File: src/hdl/wce_pkg.sv
`timescale 1ns / 1ps
`default_nettype none
// ----------------------------------------------------------------------------
// wce_pkg
// shared types and constants of the waveform charge extractor
// ----------------------------------------------------------------------------
package wce_pkg;

  localparam int SAMPLE_W   = 16;
  localparam int BASELINE_W = 21;
  localparam int CHARGE_W   = 32;
  localparam int CFG_W      = 11;
  localparam int PADDR_W    = 4;
  localparam int PDATA_W    = 32;

  // default record length, and depth of the record queue (power of two)
  localparam int RECORD_LENGTH_DEF = 1024;
  localparam int QUEUE_DEPTH       = 2;

  localparam logic signed [SAMPLE_W-1:0] MIN_START = 16'sd20000;
  localparam logic signed [SAMPLE_W-1:0] MAX_START = -16'sd20000;

  // register reset values
  localparam logic [CFG_W-1:0] BASE_LEN_RST  = 11'd160;
  localparam logic [CFG_W-1:0] WIN_START_RST = 11'd240;
  localparam logic [CFG_W-1:0] WIN_STOP_RST  = 11'd960;

  // register byte offsets
  localparam logic [PADDR_W-1:0] REG_BASE_LEN  = 4'h0;
  localparam logic [PADDR_W-1:0] REG_WIN_START = 4'h4;
  localparam logic [PADDR_W-1:0] REG_WIN_STOP  = 4'h8;

  typedef struct packed {
    logic signed [SAMPLE_W-1:0] sample;
    logic                       last_sample;
  } wce_in_t;

  typedef struct packed {
    logic signed [BASELINE_W-1:0] baseline;
    logic signed [SAMPLE_W-1:0]   amplitude_min;
    logic signed [SAMPLE_W-1:0]   amplitude_max;
    logic signed [CHARGE_W-1:0]   charge;
  } wce_out_t;

endpackage
`default_nettype wire

File: src/hdl/wce_intf.sv
`timescale 1ns / 1ps
`default_nettype none
// ----------------------------------------------------------------------------
// wce_in_if / wce_out_if
// valid/ready channels for samples and record results
// ----------------------------------------------------------------------------
interface wce_in_if import wce_pkg::*; ();
  logic    valid;
  logic    ready;
  wce_in_t data;

  modport source (output valid, output data, input ready);
  modport sink   (input valid, input data, output ready);
endinterface

interface wce_out_if import wce_pkg::*; ();
  logic     valid;
  logic     ready;
  wce_out_t data;

  modport source (output valid, output data, input ready);
  modport sink   (input valid, input data, output ready);
endinterface
`default_nettype wire

File: src/hdl/wce_front.sv
`timescale 1ns / 1ps
`default_nettype none
// ----------------------------------------------------------------------------
// wce_front
// per-sample accumulation of min, max, baseline sum and window sum
// ----------------------------------------------------------------------------
module wce_front import wce_pkg::*; #(
  parameter int RECORD_LENGTH = RECORD_LENGTH_DEF,
  parameter int SUM_W         = 17 + $clog2(RECORD_LENGTH),
  parameter int ENT_W         = 2 * SUM_W + 2 * SAMPLE_W
) (
  input  wire              clk_i,
  input  wire              rst_ni,
  wce_in_if.sink           samp_i,
  input  wire  [CFG_W-1:0] base_len_i,
  input  wire  [CFG_W-1:0] win_start_i,
  input  wire  [CFG_W-1:0] win_stop_i,
  input  wire              full_i,
  output logic             push_o,
  output logic [ENT_W-1:0] push_data_o
);

  localparam int IdxW = $clog2(RECORD_LENGTH + 1);
  localparam int CmpW = (IdxW > CFG_W) ? IdxW : CFG_W;

  logic [IdxW-1:0]            idx_q, idx_d;
  logic signed [SAMPLE_W-1:0] min_q, min_d, min_nx;
  logic signed [SAMPLE_W-1:0] max_q, max_d, max_nx;
  logic signed [SUM_W-1:0]    bsum_q, bsum_d, bsum_nx;
  logic signed [SUM_W-1:0]    wsum_q, wsum_d, wsum_nx;
  logic signed [SUM_W-1:0]    s_ext;
  logic signed [SAMPLE_W-1:0] s;
  logic [CmpW-1:0]            idx_c;
  logic                       active, in_base, in_win, acc;

  assign samp_i.ready = !full_i;
  assign acc          = samp_i.valid && !full_i;
  assign s            = samp_i.data.sample;
  assign s_ext        = SUM_W'(s);

  // index saturates at the record length, later samples are dropped
  assign active  = (idx_q != IdxW'(RECORD_LENGTH));
  assign idx_c   = CmpW'(idx_q);
  assign in_base = idx_c < CmpW'(base_len_i);
  assign in_win  = (idx_c >= CmpW'(win_start_i)) && (idx_c < CmpW'(win_stop_i));

  always_comb begin
    min_nx  = (active && (s < min_q)) ? s : min_q;
    max_nx  = (active && (s > max_q)) ? s : max_q;
    bsum_nx = (active && in_base) ? bsum_q + s_ext : bsum_q;
    wsum_nx = (active && in_win) ? wsum_q + s_ext : wsum_q;

    idx_d  = idx_q;
    min_d  = min_q;
    max_d  = max_q;
    bsum_d = bsum_q;
    wsum_d = wsum_q;
    if (acc) begin
      if (samp_i.data.last_sample) begin
        idx_d  = '0;
        min_d  = MIN_START;
        max_d  = MAX_START;
        bsum_d = '0;
        wsum_d = '0;
      end else begin
        idx_d  = active ? idx_q + 1'b1 : idx_q;
        min_d  = min_nx;
        max_d  = max_nx;
        bsum_d = bsum_nx;
        wsum_d = wsum_nx;
      end
    end
  end

  assign push_o      = acc && samp_i.data.last_sample;
  assign push_data_o = {bsum_nx, wsum_nx, min_nx, max_nx};

  always_ff @(posedge clk_i or negedge rst_ni) begin
    if (!rst_ni) begin
      idx_q  <= '0;
      min_q  <= MIN_START;
      max_q  <= MAX_START;
      bsum_q <= '0;
      wsum_q <= '0;
    end else begin
      idx_q  <= idx_d;
      min_q  <= min_d;
      max_q  <= max_d;
      bsum_q <= bsum_d;
      wsum_q <= wsum_d;
    end
  end

endmodule
`default_nettype wire

File: src/hdl/wce_fifo.sv
`timescale 1ns / 1ps
`default_nettype none
// ----------------------------------------------------------------------------
// wce_fifo
// short queue of finished record sums between front and back
// ----------------------------------------------------------------------------
module wce_fifo import wce_pkg::*; #(
  parameter int WIDTH = 8,
  parameter int DEPTH = QUEUE_DEPTH
) (
  input  wire              clk_i,
  input  wire              rst_ni,
  input  wire              push_i,
  input  wire  [WIDTH-1:0] data_i,
  output logic             full_o,
  input  wire              pop_i,
  output logic             valid_o,
  output logic [WIDTH-1:0] data_o
);

  localparam int PtrW = (DEPTH > 1) ? $clog2(DEPTH) : 1;
  localparam int CntW = $clog2(DEPTH + 1);

  logic [WIDTH-1:0] mem_q [DEPTH];
  logic [PtrW-1:0]  wr_q, rd_q;
  logic [CntW-1:0]  cnt_q;
  logic             do_push, do_pop;

  assign full_o  = (cnt_q == CntW'(DEPTH));
  assign valid_o = (cnt_q != '0);
  assign data_o  = mem_q[rd_q];
  assign do_push = push_i && !full_o;
  assign do_pop  = pop_i && valid_o;

  always_ff @(posedge clk_i) begin
    if (do_push) begin
      mem_q[wr_q] <= data_i;
    end
  end

  always_ff @(posedge clk_i or negedge rst_ni) begin
    if (!rst_ni) begin
      wr_q  <= '0;
      rd_q  <= '0;
      cnt_q <= '0;
    end else begin
      if (do_push) begin
        wr_q <= wr_q + 1'b1;
      end
      if (do_pop) begin
        rd_q <= rd_q + 1'b1;
      end
      if (do_push && !do_pop) begin
        cnt_q <= cnt_q + 1'b1;
      end else if (do_pop && !do_push) begin
        cnt_q <= cnt_q - 1'b1;
      end
    end
  end

endmodule
`default_nettype wire

File: src/hdl/wce_back.sv
`timescale 1ns / 1ps
`default_nettype none
// ----------------------------------------------------------------------------
// wce_back
// per-record baseline division, charge correction and result register
// ----------------------------------------------------------------------------
module wce_back import wce_pkg::*; #(
  parameter int RECORD_LENGTH = RECORD_LENGTH_DEF,
  parameter int SUM_W         = 17 + $clog2(RECORD_LENGTH),
  parameter int ENT_W         = 2 * SUM_W + 2 * SAMPLE_W
) (
  input  wire              clk_i,
  input  wire              rst_ni,
  input  wire              q_valid_i,
  input  wire  [ENT_W-1:0] q_data_i,
  output logic             q_pop_o,
  input  wire  [CFG_W-1:0] base_len_i,
  input  wire  [CFG_W-1:0] win_start_i,
  input  wire  [CFG_W-1:0] win_stop_i,
  wce_out_if.source        res_o
);

  localparam int DvW   = SUM_W + 4;
  localparam int CntW  = $clog2(DvW);
  localparam int SpanW = CFG_W + 1;
  localparam int ProdW = SpanW + BASELINE_W;
  localparam int ChW   = ((DvW > ProdW) ? DvW : ProdW) + 1;
  localparam logic signed [ChW-1:0] ChMax = ChW'(64'sd2147483647);
  localparam logic signed [ChW-1:0] ChMin = -ChMax - 1;

  typedef enum logic [5:0] {
    ST_IDLE = 6'b000001,
    ST_DIV  = 6'b000010,
    ST_FIX  = 6'b000100,
    ST_MUL  = 6'b001000,
    ST_SUB  = 6'b010000,
    ST_OUT  = 6'b100000
  } st_e;

  st_e                          st_q, st_d;
  logic [CntW-1:0]              cnt_q, cnt_d;
  logic [DvW-1:0]               qd_q, qd_d;
  logic [CFG_W-1:0]             r_q, r_d;
  logic                         neg_q, neg_d;
  logic signed [SUM_W-1:0]      wsum_q, wsum_d;
  logic signed [SAMPLE_W-1:0]   min_q, min_d, max_q, max_d;
  logic signed [BASELINE_W-1:0] base_q, base_d;
  logic signed [ProdW-1:0]      prod_q, prod_d;
  logic signed [CHARGE_W-1:0]   chg_q, chg_d;
  wce_out_t                     out_q, out_d;
  logic                         ov_q, ov_d;

  logic signed [SUM_W-1:0]      e_bsum, e_wsum;
  logic signed [SAMPLE_W-1:0]   e_min, e_max;
  logic signed [DvW-1:0]        dvd;
  logic [CFG_W:0]               trial, divisor;
  logic                         ge;
  logic [BASELINE_W-1:0]        qmag;
  logic signed [SpanW-1:0]      span;
  logic signed [ChW-1:0]        diff;

  assign {e_bsum, e_wsum, e_min, e_max} = q_data_i;
  assign dvd     = DvW'(e_bsum) <<< 4;
  assign divisor = {1'b0, base_len_i};
  assign trial   = {r_q, qd_q[DvW-1]};
  assign ge      = (trial >= divisor);
  assign qmag    = BASELINE_W'(qd_q);
  assign span    = signed'({1'b0, win_stop_i} - {1'b0, win_start_i});
  assign diff    = (ChW'(wsum_q) <<< 4) - ChW'(prod_q);

  assign q_pop_o     = (st_q == ST_IDLE) && q_valid_i;
  assign res_o.valid = ov_q;
  assign res_o.data  = out_q;

  always_comb begin
    st_d   = st_q;
    cnt_d  = cnt_q;
    qd_d   = qd_q;
    r_d    = r_q;
    neg_d  = neg_q;
    wsum_d = wsum_q;
    min_d  = min_q;
    max_d  = max_q;
    base_d = base_q;
    prod_d = prod_q;
    chg_d  = chg_q;
    out_d  = out_q;
    ov_d   = ov_q && !res_o.ready;
    case (st_q)
      ST_IDLE: begin
        if (q_valid_i) begin
          neg_d  = dvd[DvW-1];
          qd_d   = dvd[DvW-1] ? DvW'(-dvd) : DvW'(dvd);
          r_d    = '0;
          cnt_d  = '0;
          wsum_d = e_wsum;
          min_d  = e_min;
          max_d  = e_max;
          st_d   = ST_DIV;
        end
      end
      // restoring division, one quotient bit per cycle
      ST_DIV: begin
        r_d   = ge ? CFG_W'(trial - divisor) : CFG_W'(trial);
        qd_d  = {qd_q[DvW-2:0], ge};
        cnt_d = cnt_q + 1'b1;
        if (cnt_q == CntW'(DvW - 1)) begin
          st_d = ST_FIX;
        end
      end
      ST_FIX: begin
        if (base_len_i == '0) begin
          base_d = '0;
        end else begin
          base_d = neg_q ? -signed'(qmag) : signed'(qmag);
        end
        st_d = ST_MUL;
      end
      ST_MUL: begin
        prod_d = ProdW'(span) * ProdW'(base_q);
        st_d   = ST_SUB;
      end
      ST_SUB: begin
        if (diff > ChMax) begin
          chg_d = CHARGE_W'(ChMax);
        end else if (diff < ChMin) begin
          chg_d = CHARGE_W'(ChMin);
        end else begin
          chg_d = CHARGE_W'(diff);
        end
        st_d = ST_OUT;
      end
      ST_OUT: begin
        if (!ov_q || res_o.ready) begin
          out_d.baseline      = base_q;
          out_d.amplitude_min = min_q;
          out_d.amplitude_max = max_q;
          out_d.charge        = chg_q;
          ov_d                = 1'b1;
          st_d                = ST_IDLE;
        end
      end
      default: begin
        st_d = ST_IDLE;
      end
    endcase
  end

  always_ff @(posedge clk_i) begin
    qd_q   <= qd_d;
    r_q    <= r_d;
    neg_q  <= neg_d;
    wsum_q <= wsum_d;
    min_q  <= min_d;
    max_q  <= max_d;
    base_q <= base_d;
    prod_q <= prod_d;
    chg_q  <= chg_d;
    out_q  <= out_d;
  end

  always_ff @(posedge clk_i or negedge rst_ni) begin
    if (!rst_ni) begin
      st_q  <= ST_IDLE;
      cnt_q <= '0;
      ov_q  <= 1'b0;
    end else begin
      st_q  <= st_d;
      cnt_q <= cnt_d;
      ov_q  <= ov_d;
    end
  end

endmodule
`default_nettype wire

File: src/hdl/waveform_charge_extractor.sv
`timescale 1ns / 1ps
`default_nettype none
// ----------------------------------------------------------------------------
// waveform_charge_extractor
// baseline-subtracted charge integration over digitized waveform records
//
// channel   dir  handshake            payload
// samp_i    in   valid/ready          sample (s16, 1/16 mV), last_sample
// res_o     out  valid/ready          baseline, amplitude_min/max, charge
// apb       in   psel/penable/pwrite  3 registers at byte offsets 0, 4, 8
//
// samples are taken one per cycle unless the queue is full; the front sums
// them in a single adder pass; a last beat pushes the record sums into a
// two-entry queue; the back divides 16*baseline_sum by baseline_samples
// one bit per cycle and pops the next record after registering the result
// short records fill the queue and then stall the sample side; reset clears
// front and control state; the result register holds while res_o stalls
// ----------------------------------------------------------------------------
module waveform_charge_extractor import wce_pkg::*; #(
  parameter int RECORD_LENGTH = RECORD_LENGTH_DEF
) (
  input  wire                clk_i,
  input  wire                rst_ni,
  wce_in_if.sink             samp_i,
  wce_out_if.source          res_o,
  input  wire                psel,
  input  wire                penable,
  input  wire                pwrite,
  input  wire  [PADDR_W-1:0] paddr,
  input  wire  [PDATA_W-1:0] pwdata,
  output logic [PDATA_W-1:0] prdata,
  output logic               pready
);

  // sums are wide enough for a full record of extreme samples
  localparam int SumW = 17 + $clog2(RECORD_LENGTH);
  localparam int EntW = 2 * SumW + 2 * SAMPLE_W;

  logic [CFG_W-1:0] base_len_q, win_start_q, win_stop_q;
  logic             wr_en;

  logic             push, full, q_valid, q_pop;
  logic [EntW-1:0]  push_data, q_data;

  // configuration registers, written on the apb access beat
  assign pready = 1'b1;
  assign wr_en  = psel && penable && pwrite;

  always_ff @(posedge clk_i or negedge rst_ni) begin
    if (!rst_ni) begin
      base_len_q  <= BASE_LEN_RST;
      win_start_q <= WIN_START_RST;
      win_stop_q  <= WIN_STOP_RST;
    end else if (wr_en) begin
      case (paddr)
        REG_BASE_LEN:  base_len_q  <= pwdata[CFG_W-1:0];
        REG_WIN_START: win_start_q <= pwdata[CFG_W-1:0];
        REG_WIN_STOP:  win_stop_q  <= pwdata[CFG_W-1:0];
        default: begin
        end
      endcase
    end
  end

  always_comb begin
    case (paddr)
      REG_BASE_LEN:  prdata = PDATA_W'(base_len_q);
      REG_WIN_START: prdata = PDATA_W'(win_start_q);
      REG_WIN_STOP:  prdata = PDATA_W'(win_stop_q);
      default:       prdata = '0;
    endcase
  end

  // front: running min/max and the two sums, one sample per cycle unless the queue is full
  wce_front #(
    .RECORD_LENGTH (RECORD_LENGTH),
    .SUM_W         (SumW),
    .ENT_W         (EntW)
  ) u_front (
    .clk_i       (clk_i),
    .rst_ni      (rst_ni),
    .samp_i      (samp_i),
    .base_len_i  (base_len_q),
    .win_start_i (win_start_q),
    .win_stop_i  (win_stop_q),
    .full_i      (full),
    .push_o      (push),
    .push_data_o (push_data)
  );

  // finished records wait here while the back is busy dividing
  wce_fifo #(
    .WIDTH (EntW),
    .DEPTH (QUEUE_DEPTH)
  ) u_fifo (
    .clk_i   (clk_i),
    .rst_ni  (rst_ni),
    .push_i  (push),
    .data_i  (push_data),
    .full_o  (full),
    .pop_i   (q_pop),
    .valid_o (q_valid),
    .data_o  (q_data)
  );

  // back: baseline division, charge correction, result register
  wce_back #(
    .RECORD_LENGTH (RECORD_LENGTH),
    .SUM_W         (SumW),
    .ENT_W         (EntW)
  ) u_back (
    .clk_i       (clk_i),
    .rst_ni      (rst_ni),
    .q_valid_i   (q_valid),
    .q_data_i    (q_data),
    .q_pop_o     (q_pop),
    .base_len_i  (base_len_q),
    .win_start_i (win_start_q),
    .win_stop_i  (win_stop_q),
    .res_o       (res_o)
  );

endmodule
`default_nettype wire

File: src/flat_wrapper.sv
// flat-port wrapper written by rule: the top's interface ports become plain ports
module waveform_charge_extractor_flat import wce_pkg::*;
#(
  parameter int RECORD_LENGTH = RECORD_LENGTH_DEF
)
  (clk_i, rst_ni, psel, penable, pwrite, paddr, pwdata, prdata, pready, samp_i_valid, samp_i_data, samp_i_ready, res_o_valid, res_o_data, res_o_ready);
  wce_in_if samp_i_i ();
  wce_out_if res_o_i ();
  input  wire clk_i;
  input  wire rst_ni;
  input  wire psel;
  input  wire penable;
  input  wire pwrite;
  input  wire  [PADDR_W-1:0] paddr;
  input  wire  [PDATA_W-1:0] pwdata;
  output logic [PDATA_W-1:0] prdata;
  output logic pready;
  input wire logic [$bits(samp_i_i.valid)-1:0] samp_i_valid;
  input wire logic [$bits(samp_i_i.data)-1:0] samp_i_data;
  output wire logic [$bits(samp_i_i.ready)-1:0] samp_i_ready;
  output wire logic [$bits(res_o_i.valid)-1:0] res_o_valid;
  output wire logic [$bits(res_o_i.data)-1:0] res_o_data;
  input wire logic [$bits(res_o_i.ready)-1:0] res_o_ready;
  assign samp_i_i.valid = samp_i_valid;
  assign samp_i_i.data = samp_i_data;
  assign samp_i_ready = samp_i_i.ready;
  assign res_o_valid = res_o_i.valid;
  assign res_o_data = res_o_i.data;
  assign res_o_i.ready = res_o_ready;
  waveform_charge_extractor #(.RECORD_LENGTH(RECORD_LENGTH)) u_core (.clk_i(clk_i), .rst_ni(rst_ni), .samp_i(samp_i_i), .res_o(res_o_i), .psel(psel), .penable(penable), .pwrite(pwrite), .paddr(paddr), .pwdata(pwdata), .prdata(prdata), .pready(pready));
endmodule
File: config.mk
export PLATFORM = sky130hd
export DESIGN_NAME = waveform_charge_extractor_flat
export DESIGN_NICKNAME = d
export VERILOG_FILES = /design/src/hdl/wce_pkg.sv /design/src/hdl/wce_intf.sv /design/src/hdl/wce_front.sv /design/src/hdl/wce_fifo.sv /design/src/hdl/wce_back.sv /design/src/hdl/waveform_charge_extractor.sv /design/src/flat_wrapper.sv
export SDC_FILE = /design/constraint.sdc
export NUM_CORES = 2
export LEC_CHECK = 0
export ABC_AREA = 1
export BUFFER_PORTS_ARGS = -buffer_cell sky130_fd_sc_hd__buf_2
export CAP_MARGIN = 10
export CORE_ASPECT_RATIO = 1.75
export CORE_MARGIN = 4
export CORE_UTILIZATION = 57
export DETAILED_ROUTE_END_ITERATION = 7
export MAX_ROUTING_LAYER = met4
export PLACE_DENSITY = 0.88
export REMOVE_ABC_BUFFERS = 1
export SYNTH_ARGS = -nofsm -noshare
export SYNTH_HDL_FRONTEND = slang
export SYNTH_SLANG_ARGS = --single-unit
File: constraint.sdc
create_clock -name clk_i -period 6.1 [get_ports clk_i]
set_input_delay 1.22 -clock clk_i [delete_from_list [all_inputs] [get_ports clk_i]]
set_output_delay 1.22 -clock clk_i [all_outputs]
set_load 0.02 [all_outputs]
== Word-level counts from Yosys, hierarchy flattened ==
Memory sizes are Yosys's and may differ from the RTL's.
Index checks and enable logic that the tools add are counted.
Widths: inputs -> output; s select.
Storage, ports and cells
  memories: 1
  bits in registers: 419
  input bits: 60
  bits in writable memories: 172
  bits in read-only memories: 0
  bits in latches: 0
  word-level logic and storage cells: 130
  output and inout port bits: 120
Operators by class
  shifts and indexed selects: 0
  magnitude comparators: 8
  muxes and demuxes: 31
  bitwise operators: 0
  reduce and logical (&&, ||, !) cells: 35
  eq/ne operators: 14
  divide/modulo/power cells: 0
  multipliers: 1
  $add $sub $neg: 13
Memories
  u_core.u_fifo.mem_q: depth 2, width 86, read ports 1, clocked after memory_dff 0, write ports 1, line wce_fifo.sv:24  | logic [WIDTH-1:0] mem_q [DEPTH];
Operators by type and width (number)
  $mux 27: 4
  $mux 16: 4
  $mux 31: 2
  $pmux 31 s2: 1
  $add 27x16->27: 2
  $mux 11: 4
  $pmux 6 s6: 1
  $gt 34x32->1 const B: 1
  $lt 34x32->1 const B: 1
  $sub 31x33->34: 1
  $mul 12x21->33: 1
  $pmux 11 s3: 1
  $mux 32: 1
  $neg 31->31: 1
  $lt 11x11->1: 2
  $pmux 11 s2: 1
  $mux 21: 1
  $neg 21->21: 1
  $mux 6: 3
  $gt 16x16->1: 1
  $lt 16x16->1: 1
  $logic_and 1x1->1: 15
  $reduce_and 2->1: 7
  $ge 12x11->1: 1
  other kinds (30): 44

== Longest topological paths before layout ==
  word-level depth: 9
  depth in mapped cells: 36
  gate-level depth less buffers: 35

== By module ==
Synthesis repeated with hierarchy kept, for this count alone.
Second synthesis, totals
  cells, all modules: 4749
  area, all modules: 41616.2 µm²
Modules (own cells, without submodules)
  wce_back: sequential area each 8499.4 µm², area each 23187.2 µm², times used 1, cells an instance 2516
  wce_front: sequential area each 2442.3 µm², area each 10132.2 µm², times used 1, cells an instance 1518
  wce_fifo: sequential area each 5265.0 µm², area each 6488.7 µm², times used 1, cells an instance 481
  waveform_charge_extractor: sequential area each 838.3 µm², area each 1808.0 µm², times used 1, cells an instance 234

== Worst setup path after synthesis ==
OpenSTA, ideal clock, no wires.
  path type: flip-flop to flip-flop
  start: reg u_core.win_stop_q[0]
  end: reg u_core.u_back.prod_q[32], data pin
  buffers on the path: 1
  clock period less this slack: 6.390 ns
  library setup time: 0.253 ns
  data arrival time: 6.137 ns
  path slack: -0.290 ns
  data required time: 5.847 ns
  cell stages (with the launch flop): 33
  cell sequence: dfrtp_1 > inv_1 > ha_1 > inv_1 > fa_1 > nand3_1 > nand2_1 > nand4_1 > nand2_1 > nand2_1 > nand2_1 > a21oi_1 > xnor2_2 > inv_2 > buf_2 > nor2_1 > fa_1 > fa_1 > fa_1 > fa_1 > inv_1 > fa_1 > inv_1 > ha_1 > a21oi_1 > a21boi_0 > nand2_1 > a31oi_1 > inv_1 > nand3_1 > nand3_1 > nand2_1 > nand2_1
On the way
  word-level cells in the longest chain between the ends: 2
RTL lines
  start: declaration: line waveform_charge_extractor.sv:39  | logic [CFG_W-1:0] base_len_q, win_start_q, win_stop_q;
  start signal: assignment: line waveform_charge_extractor.sv:58  | REG_WIN_STOP: win_stop_q <= pwdata[CFG_W-1:0];
  $sub 11x11->12: line wce_back.sv:68  | assign span = signed'({1'b0, win_stop_i} - {1'b0, win_start_i});
  $mul 12x21->33: line wce_back.sv:120  | prod_d = ProdW'(span) * ProdW'(base_q);
  end signal: assignment: line wce_back.sv:157  | prod_q <= prod_d;
  end: declaration: line wce_back.sv:48  | logic signed [ProdW-1:0] prod_q, prod_d;
Every way passes these cells.
A chain may end at the register's enable or synchronous reset.

== Worst setup path after layout ==
  start: reg u_core.win_start_q[4]
  end: reg u_core.u_back.prod_q[29], data pin
On the way
  word-level cells in the longest chain between the ends: 2
RTL lines
  start: declaration: line waveform_charge_extractor.sv:39
  start signal: assignment: line waveform_charge_extractor.sv:57  | REG_WIN_START: win_start_q <= pwdata[CFG_W-1:0];
  $sub 11x11->12: line wce_back.sv:68
  $mul 12x21->33: line wce_back.sv:120
Every way passes these cells.

==> qor.yml <==
worst_setup_path:
  crit_fanout: 5
  cp_common_cell: "nand2_1"
  cp-end-kind: "register"
  path_class: "reg -> reg"
  crit_path_max_incr_delay_ns: 0.56
  cp.required_ns: 6.51
  arrival_ns: 7.62
  cp_slowest_cell: "fa_1"
  cp-start-kind: "register"
layout:
  nNetsFinal: 5520
  layout.cells.non_filler: 5951
  area_delta_synth_final_pct: 15.35
  drive_above_1_share_pct: 15.74
  final_util_pct: 66.44
place:
  dp_cells: 5808
  place_hpwl_mm: 84.11
  io_buffer_count: 136
  pre_cts_ws_ns: -0.6806
  gp_congestion: 0.9877
clock_tree:
  clk_latency_ns: 0.65
  clkTransAtPathRegs_ns: 0.07
  root_buffer: "clkbuf_16"
  cts_inserted_buffers: 53
  cts_sinks: 591
  cts_tree: "done"
  htreeDepth: 2
  clk_path_buf_depth: 3
synthesis:
  ys_types: 59
  syn_area_per_cell_um2: 8.751
  synth-edff-count: 445
  synth_warnings: 0
  ys_ff_latch: 591
  synth_ff_type: "edfxtp_1"
  yosysSeqAreaShare_pct: 41.76
  async_flop_share_pct: 24.70
  netlist_instances: 4664
  synth_area_um2: 40810
floorplanning:
  initial_core_util_pct: 57.60
  rows: 129
  die_h_um: 362.0
  die_w_um: 210.3
  pin_count: 180
  dieArea_um2: 76120
  core_um2: 70860
timing:
  worst_pin_slew_ns: 1.117
  max_freq_ghz: 0.1389
  finalClockSkew_ns: 0.02490
  period_share_pct: 118.0
  hold_viol: 0
  setup_viol_count_final: 23
  finalMaxSlewViolations: 0
  min_period_ns: 7.201
  rsz0062_at_grt: "true"
  fin_ws_ns: -1.101
  maxSlewHeadroom_pct: 25.42
route:
  post_drt_wl_per_cell_um: 20.58
  drtAntennaViolNets: 0
  drc: 1
  via_count: 34660
  drt_iter0_drc: 3098
  vias_per_cell: 5.824
  first_pass_iters: 8
  wl_mm: 122.5
run:
  max-cap-violations: 0
global_routing:
  grt_usage_pct: 30.57
  grt_overflow: 0
  grt_pass1_vias: 34950
  grt_pass1_wl_mm: 178.6
  antenna_found_initial: 3
  grt_max_degree: 93
run_status:
  status: "finished, violations left"
  violations: "design-rule violations, negative setup slack"
min_path:
  hp-class: "reg -> reg"
## logic make-up (layout without fill, tap and decap cells)
kind of cell	after synthesis	in the layout	synth area share [%]
AND/OR/NAND/NOR	2070	2070	21.31
adder cells (fa/ha/maj)	474	474	18.80
flip-flops	591	591	41.76
AO/OA/AOI/OAI	546	546	7.290
buffers and inverters	872	1219	8.464
other	2	25	0.01840
XOR/XNOR	109	109	2.358
## layout by cell type (no fill, tap or decap), types with 10 or more instances in the layout
cell / count
clkbuf_16: 54
conb_1: 22
a21oi_2: 15
buf_6: 16
nand4_1: 62
nand2_4: 10
xor2_1: 66
nor4_1: 11
buf_2: 135
nand3b_1: 14
nor2_1: 244
o21ai_0: 211
nor2_2: 33
nor2_4: 24
edfxtp_1: 445
buf_4: 220
nand2_2: 40
or2_2: 33
nand3_1: 193
a21oi_1: 187
fa_2: 15
o21bai_1: 19
dfrtp_1: 122
o221ai_1: 10
ha_4: 25
o21ai_2: 10
nand2_1: 1282
xnor2_1: 37
a21o_1: 10
ha_1: 215
o21a_1: 14
inv_1: 695
nand3_2: 11
nor3_1: 47
inv_2: 32
and2_1: 38
o21ai_1: 25
fa_1: 217
dfstp_2: 23
## per-layer routing
metal	wire (um)	vias to the layer above	global-route usage, %
li1	-	15650	-
met1	38090	16280	30.05
met2	62310	1865	54.15
met3	9431	861	4.300
met4	12640	0	22.89
met5	0	-	-
## final cells by class
class / instances / area [um2]
Clock buffer: 70 / 1483
Sequential cell: 591 / 17050
Fill cell: 5154 / 23780
Clock inverter: 30 / 386.6
Antenna cell: 3 / 7.507
Multi-Input combinational cell: 3221 / 21520
Tap cell: 917 / 1147
Timing Repair Buffer: 380 / 2675
Inverter: 737 / 2796
Timing Repair inverter: 2 / 12.51
## synth_stat cells, types with 15 or more instances
master,number,area [um2]
o21ai_1,19,95.09
nand3_1,202,1011
o21ai_0,225,1126
inv_2,15,56.30
buf_2,24,120.1
xnor2_1,39,341.6
nor3_1,53,265.3
or2_2,34,212.7
nand2_1,1320,4955
inv_1,717,2691
ha_1,242,3028
fa_1,232,4644
o21bai_1,21,157.7
clkbuf_1,76,285.3
a21oi_1,209,1046
and2_1,38,237.7
dfrtp_1,123,3078
nor2_1,291,1092
nand4_1,62,387.9
dfstp_2,23,604.3
buf_4,28,210.2
xor2_1,69,604.3
edfxtp_1,445,13360
## worst paths after layout
path	start	end	slack [ns]	cells after the start
max	u_core.win_start_q[4]$_DFFE_PN1P_	u_core.u_back.prod_q[29]$_DFFE_PN_	-1.10	33
min	u_core.u_back.chg_q[17]$_SDFFCE_PN1P_	u_core.u_back.res_o.data[17]$_DFFE_PP_	0.41	0
max reg2reg	u_core.win_start_q[4]$_DFFE_PN1P_	u_core.u_back.prod_q[29]$_DFFE_PN_	-1.10	33
min reg2reg	u_core.u_back.chg_q[17]$_SDFFCE_PN1P_	u_core.u_back.res_o.data[17]$_DFFE_PP_	0.41	0
max in group asynchronous	rst_ni	u_core.u_front.max_q[10]$_DFFE_PN0P_	4.34	2
min in group asynchronous	rst_ni	u_core.win_start_q[2]$_DFFE_PN0P_	0.51	1
## worst max-delay path, delay by kind of cell (launching register included)
| kind | cells | cell delay, ns |
|---|---|---|
| flip-flops | 1 | 0.53 |
| adder cells (fa/ha/maj) | 7 | 2.92 |
| AND/OR/NAND/NOR | 14 | 1.80 |
| buffers and inverters | 8 | 0.86 |
| AO/OA/AOI/OAI | 4 | 0.85 |
## metrics by stage
step,area [um2],setup TNS (ns),hold slack [ns]
after floorplan,40200,-108.32,0.4003
final,47080,-18.73,0.4135
after detailed placement,43720,-11.82,0.4045
after global routing,47080,-21.37,0.4181
after CTS,46460,-6.116,0.4128
after global placement,43720,-8.964,0.4011
## timing repair
action / 4_1_cts / 5_1_grt
pin swaps: 112 / 85
gates cloned: 1 / 1
hold buffers: 0 / 0
buffers inserted: 20 / 19
gates resized for setup: 164 / 123
setup endpoints to repair: 23 / 25
endpoints found under the hold margin: 0 / 0
## flip-flops by register name (all words and copies together) (netlist names), 16 cells and up
| signal | cells |
|---|---|
| u_core.u_back.qd_q | 31 |
| u_core.u_back.chg_q | 32 |
| u_core.u_front.bsum_q | 27 |
| u_core.u_back.wsum_q | 27 |
| u_core.u_back.res_o.data | 85 |
| u_core.u_front.wsum_q | 27 |
| u_core.u_fifo.mem_q | 172 |
| u_core.u_back.prod_q | 33 |
| u_core.u_back.base_q | 21 |
| u_core.u_back.max_q | 16 |
| u_core.u_back.min_q | 16 |
| u_core.u_front.max_q | 16 |
| u_core.u_front.min_q | 16 |
Power is not shown: default switching activity piles up to over one toggle a cycle in this logic, so the estimate is an artifact.
